## src/hw/rtl/srfh_pkg.sv

```systemverilog
// Shared types, constants and the edge classification function.
`timescale 1ns / 1ps
package srfh_pkg;

  localparam int DIV_STEPS = 32;
  localparam int EDGE_COUNT = 4;

  localparam logic [2:0] SRC_START = 3'd0;
  localparam logic [2:0] SRC_END   = 3'd1;
  localparam logic [2:0] SRC_EDGE0 = 3'd2;

  typedef struct packed {
    logic               ok;
    logic        [31:0] a;
    logic        [31:0] d;
    logic        [31:0] m;
    logic               neg;
    logic signed [31:0] sb;
    logic signed [33:0] lo;
    logic signed [33:0] hi;
    logic signed [33:0] level;
  } edge_t;

  typedef struct packed {
    logic               start_in;
    logic               end_in;
    logic signed [31:0] sx;
    logic signed [31:0] sy;
    logic signed [31:0] ex;
    logic signed [31:0] ey;
    edge_t [EDGE_COUNT-1:0] e;
  } item_t;

  typedef struct packed {
    logic               start_in;
    logic               end_in;
    logic signed [31:0] sx;
    logic signed [31:0] sy;
    logic signed [31:0] ex;
    logic signed [31:0] ey;
  } pre_t;

  typedef struct packed {
    logic        ok;
    logic [31:0] tn;
    logic [31:0] td;
    logic [31:0] px;
    logic [31:0] py;
    logic [2:0]  src;
  } hit_t;

  // Crossing of the segment with the edge on line a == level.
  function automatic edge_t classify_edge(
    input logic signed [32:0] d,
    input logic signed [31:0] sa,
    input logic signed [33:0] level,
    input logic signed [31:0] sb,
    input logic signed [32:0] db,
    input logic signed [33:0] lo,
    input logic signed [33:0] hi
  );
    logic signed [34:0] a_raw;
    logic signed [34:0] a_sel;
    logic        [32:0] dabs;
    logic        [32:0] mabs;
    edge_t              e;
    a_raw = 35'(level) - 35'(sa);
    a_sel = d[32] ? -a_raw : a_raw;
    dabs  = d[32] ? 33'(-d) : 33'(d);
    mabs  = db[32] ? 33'(-db) : 33'(db);
    e.ok    = (d != 33'sd0) && (hi != lo) && !a_sel[34] &&
              (a_sel[33:0] <= {1'b0, dabs});
    e.a     = a_sel[31:0];
    e.d     = dabs[31:0];
    e.m     = mabs[31:0];
    e.neg   = db[32];
    e.sb    = sb;
    e.lo    = lo;
    e.hi    = hi;
    e.level = level;
    return e;
  endfunction

endpackage

```

## src/hw/rtl/srfh_front.sv

```systemverilog
// Front end: register the word, form the far edges, classify the top, right, bottom and left edges.
`timescale 1ns / 1ps
module srfh_front (
  input  logic                clk,
  input  logic                rst_n,
  input  logic                in_valid,
  output logic                in_stall,
  input  logic signed [31:0]  in_rect_left,
  input  logic signed [31:0]  in_rect_top,
  input  logic        [30:0]  in_rect_width,
  input  logic        [30:0]  in_rect_height,
  input  logic signed [31:0]  in_start_x,
  input  logic signed [31:0]  in_start_y,
  input  logic signed [31:0]  in_end_x,
  input  logic signed [31:0]  in_end_y,
  output logic                push,
  input  logic                q_full,
  output srfh_pkg::item_t     push_item
);
  import srfh_pkg::*;

  logic               f1_v_r;
  logic signed [31:0] l_r, t_r, sx_r, sy_r, ex_r, ey_r;
  logic signed [33:0] r_r, b_r;
  logic signed [32:0] dx_r, dy_r;
  logic               f2_v_r;
  item_t              item_r;
  item_t              item_nxt;
  logic               en1, en2;

  assign en2      = !f2_v_r || !q_full;
  assign en1      = !f1_v_r || en2;
  assign in_stall = !en1;
  assign push     = f2_v_r && !q_full;
  assign push_item = item_r;

  always_ff @(posedge clk) begin
    if (!rst_n) begin
      f1_v_r <= 1'b0;
      f2_v_r <= 1'b0;
    end else begin
      if (en1) f1_v_r <= in_valid;
      if (en2) f2_v_r <= f1_v_r;
    end
  end

  always_ff @(posedge clk) begin
    if (en1) begin
      l_r  <= in_rect_left;
      t_r  <= in_rect_top;
      sx_r <= in_start_x;
      sy_r <= in_start_y;
      ex_r <= in_end_x;
      ey_r <= in_end_y;
      r_r  <= 34'(in_rect_left) + $signed({3'b000, in_rect_width});
      b_r  <= 34'(in_rect_top) + $signed({3'b000, in_rect_height});
      dx_r <= 33'(in_end_x) - 33'(in_start_x);
      dy_r <= 33'(in_end_y) - 33'(in_start_y);
    end
    if (en2) item_r <= item_nxt;
  end

  always_comb begin
    item_nxt.start_in = (sx_r >= l_r) && (34'(sx_r) < r_r) &&
                        (sy_r >= t_r) && (34'(sy_r) < b_r);
    item_nxt.end_in   = (ex_r >= l_r) && (34'(ex_r) < r_r) &&
                        (ey_r >= t_r) && (34'(ey_r) < b_r);
    item_nxt.sx = sx_r;
    item_nxt.sy = sy_r;
    item_nxt.ex = ex_r;
    item_nxt.ey = ey_r;
    // edge order: top, right, bottom, left
    item_nxt.e[0] = classify_edge(dy_r, sy_r, 34'(t_r), sx_r, dx_r, 34'(l_r), r_r);
    item_nxt.e[1] = classify_edge(dx_r, sx_r, r_r, sy_r, dy_r, 34'(t_r), b_r);
    item_nxt.e[2] = classify_edge(dy_r, sy_r, b_r, sx_r, dx_r, 34'(l_r), r_r);
    item_nxt.e[3] = classify_edge(dx_r, sx_r, 34'(l_r), sy_r, dy_r, 34'(t_r), b_r);
  end

endmodule

```

## config.mk

```make
export PLATFORM = sky130hd
export DESIGN_NAME = srfh_front
export DESIGN_NICKNAME = d
export VERILOG_FILES = /design/src/hw/rtl/srfh_pkg.sv /design/src/hw/rtl/srfh_front.sv
export SDC_FILE = /design/constraint.sdc
export NUM_CORES = 2
export LEC_CHECK = 0
export BUFFER_PORTS_ARGS = -buffer_cell sky130_fd_sc_hd__buf_2
export CAP_MARGIN = 40
export CORE_AREA = 5 5 507 509
export DETAILED_ROUTE_END_ITERATION = 12
export DIE_AREA = 0 0 512 514
export GPL_TIMING_DRIVEN = 0
export PLACE_DENSITY = 0.39
export SYNTH_ARGS = -nofsm -noshare
export SYNTH_HDL_FRONTEND = slang
export SYNTH_SLANG_ARGS = --single-unit
```

## constraint.sdc

```tcl
create_clock -name clk -period 14 [get_ports clk]
set_input_delay 0.7 -clock clk [delete_from_list [all_inputs] [get_ports clk]]
set_output_delay 0.7 -clock clk [all_outputs]
set_load 0.01 [all_outputs]
```

==> impl_results.md <==
* Hold Violations, Final at 0
* FF-to-FF setup slack at 6.11 ns
* Static leakage at 0.03099 µW
* Initial Util at 21.22%
* Routed WL at 267,500 µm
* Worst slew pin tran at 0.9429 ns
* Root buffer cell: clkbuf_16
* CTS Buf Count at 104
* Top FF cell, synth: edfxtp_1
* Setup CP Type: reg -> reg
* Critical R2R Launch: r_r[7]
* Required time of the critical path at 14.61 ns
* Global-route wire length before repair at 359,900 µm
* Fmax at 0.1268 GHz
* IO Count at 1,318
* Crit share post-route at 56.33%
* Pwr dens at 163.8 mW/mm²
* Number of synthesized register bits at 784
* Status: finished, final reports clean
* Vias in the first global route at 44.43k
* Die area at 0.2632 mm²
* Max cap viols at 0
* Critical path data arrival time at 8.50 ns
* Worst Setup SP: r_r[7]
* Via count at 44.11k
* Worst-skew pair later-pin latency at 0.78 ns
* Clk sinks at 784
* Endpoints failing setup at 0
* Worst setup margin at 6.114 ns
* Max VDD drop at 0.0001085 V
* Worst-path clk slew at 0.06 ns
* Setup crit end: push_item[463]
* RePlAce Congestion at 0.8761
* Syn avg cell area at 10.63 µm²
* Async set or reset register ratio after synthesis at 0%
* Overflow after GRT at 0
* Register area share after synthesis at 43.90%
* Min Clock Period, post-route at 7.886 ns
* Layout Nets at 7,288
* Post-synthesis cell count at 5,040
* Reg2reg path depth at 26
* DP HPWL at 230,100 µm
* Total Routing Usage GR at 19.40%
* DRT Pass-1 Iters at 5
* Mapped Area at 0.05358 mm²
* Area growth syn-to-layout at 28.02%
* Post-CTS setup buffers at 0
* Worst Hold Class: in -> reg
* Final Core Density at 27.16%
* Vias per std cell at 4.422
* Initial antenna violation count at 81
* Relative slew margins at 36.69%
* Layout cell share with drive strength beyond 1 at 33.16%
* CTS Buffer Depth at 3
* Hold Buf Count CTS at 0
* H-Tree Depth at 3
* Place WS at 6.045 ns
* TritonCTS clock tree: done
* Rows at 185
* Worst Clk Skew at 0.06043 ns
* Largest net degree at the start of global routing at 65
* Net count after synthesis at 5,829
* Resized cells post-CTS at 0
* EDFF count, synth at 782
* Synth warn at 0
* Antenna violation net count after detailed routing at 0
* Fin area at 0.06859 mm²
* Crit start category: flop
* Die Ht at 514 µm
* DRC at 0
* Crit. End Element: flop
* Pins Over Slew Limit at 0
* Netlist cell types at 89
* Wire length per cell at 26.82 µm
* CP max FO at 9
* Chip Width at 512 µm
* RSZ-0062 raised after global routing: false
* # port buffers at 1,317
* Core area at 0.2525 mm²
* Placed Area at 0.06501 mm²
* RR Endpoint: push_item[463]
* Hold path depth at 1
* Drt initial violations at 2,336
==> cell type report <==
class                           count  area, µm²
Antenna cell                       21      52.55
Buffer                            683       4833
Clock buffer                      118       2676
Clock inverter                     78      857.1
Fill cell                       26830     183900
Inverter                          417       1565
Multi-Input combinational cell   3156      23690
Sequential cell                   784      23520
Tap cell                         3366       4212
Timing Repair Buffer             1353       7184
==> Yosys cell counts, drive strengths merged, types with 30 or more instances <==
| master | count | area share (%) |
|---|---|---|
| inv | 416 | 2.9 |
| o211ai | 31 | 0.43 |
| nand3 | 78 | 0.73 |
| nor3 | 83 | 0.78 |
| a211oi | 39 | 0.55 |
| nand2b | 45 | 0.53 |
| or3 | 44 | 0.51 |
| clkbuf | 74 | 0.52 |
| xnor2 | 318 | 5.2 |
| nor2 | 208 | 1.5 |
| o21a | 70 | 0.98 |
| a31oi | 35 | 0.41 |
| nor4 | 44 | 0.54 |
| and2 | 37 | 0.43 |
| edfxtp | 782 | 44 |
| buf | 609 | 8.5 |
| or2 | 30 | 0.35 |
| o31ai | 52 | 0.73 |
| ha | 523 | 12 |
| nand2 | 214 | 1.5 |
| a21oi | 255 | 2.4 |
| xor2 | 114 | 1.9 |
| nand4 | 104 | 1.2 |
| nor2b | 65 | 0.76 |
| o21ai | 214 | 2.0 |
| a21o | 211 | 3.0 |
==> power by group <==
part / switching [µW] / leakage, µW / internal [µW]
clock network: 1180 / 0.00170 / 1590
logic: 2770 / 0.0211 / 1930
registers: 607 / 0.00824 / 3160
total: 4550 / 0.0310 / 6680
==> stage by stage <==
stage / std cells / TNS [ns] / hold slack (ns) / power, µW
after floorplan: 5040 / 0 / 0.4264 / 6280
after global placement: 9723 / -4166.45 / 0.4376 / 8583
after detailed placement: 9759 / 0 / 0.4505 / 8586
after CTS: 9955 / 0 / 0.01705 / 11450
after global routing: 9961 / 0 / 0.05093 / 11910
final: 9976 / 0 / 0.1060 / 11240
==> cell families (layout without fill, tap and decap cells) <==
kind of cell,after synthesis,count (layout),share of synthesized area (%)
AOI/OAI and AO/OA,1124,1124,13.99
buffers and inverters,1100,2649,11.94
and+or+nand+nor,1057,1057,10.35
DFF,784,784,43.90
adders and majority gates,531,531,12.51
xor gates and xnor gates,432,432,7.062
muxes,12,12,0.2312
other,0,21,0
==> layer usage <==
| metal | GRT usage, % | vias to the layer above | wire (µm) |
|---|---|---|---|
| met5 | 0 | - | 306 |
| met4 | 6.218 | 48 | 8913 |
| met3 | 3.500 | 324 | 13550 |
| met2 | 35.57 | 1438 | 136600 |
| met1 | 22.77 | 21490 | 108200 |
| li1 | - | 20820 | - |
==> worst min-delay path by stage <==
stage / start / end / slack, ns
after floorplan: sx_r[2] / push_item[568] / 0.43
after global placement: sy_r[19] / push_item[817] / 0.44
after detailed placement: sy_r[27] / push_item[825] / 0.45
after CTS: in_start_x[7] / sx_r[7] / 0.02
after global routing: in_start_x[7] / sx_r[7] / 0.05
final: in_start_x[7] / sx_r[7] / 0.11
==> state kept, by name, indices dropped and copies added, names as in the netlist, 32 cells and up <==
signal / flops
sx_r: 32
l_r: 32
r_r: 33
b_r: 33
dx_r: 33
push_item: 458
dy_r: 33
ey_r: 32
t_r: 32
ex_r: 32
sy_r: 32
==> placed cells by master (no fill, tap or decap), drive strengths merged, types with 192 or more instances in the layout <==
cell type | netlist | final
a21o | 211 | 211
clkbuf | 74 | 192
nand2 | 214 | 214
ha | 523 | 523
xnor2 | 318 | 318
edfxtp | 782 | 782
inv | 416 | 423
o21ai | 214 | 214
a21oi | 255 | 255
buf | 609 | 1962
nor2 | 208 | 208
==> worst max-delay path, cell delays in order, from the launching register on <==
cell and delay, ns:
edfxtp_1 0.56, ha_1 0.36, clkbuf_1 0.33, and3_1 0.22, clkbuf_1 0.29, and2_1 0.18
clkbuf_1 0.20, o311a_1 0.31, nor2_1 0.08, xnor2_1 0.19, or4_1 0.58, or4b_1 0.55
nor3_1 0.40, nand2_1 0.23, o31ai_1 0.31, xnor2_1 0.25, ha_1 0.32, a21o_1 0.16
a21o_1 0.20, nor4_1 0.31, o31ai_1 0.13, a211oi_1 0.36, o21bai_1 0.13, a21oi_1 0.34
nand4b_1 0.18, or4_1 0.42, nand3_1 0.17
No activity file was read; power rests on OpenSTA's default activity.
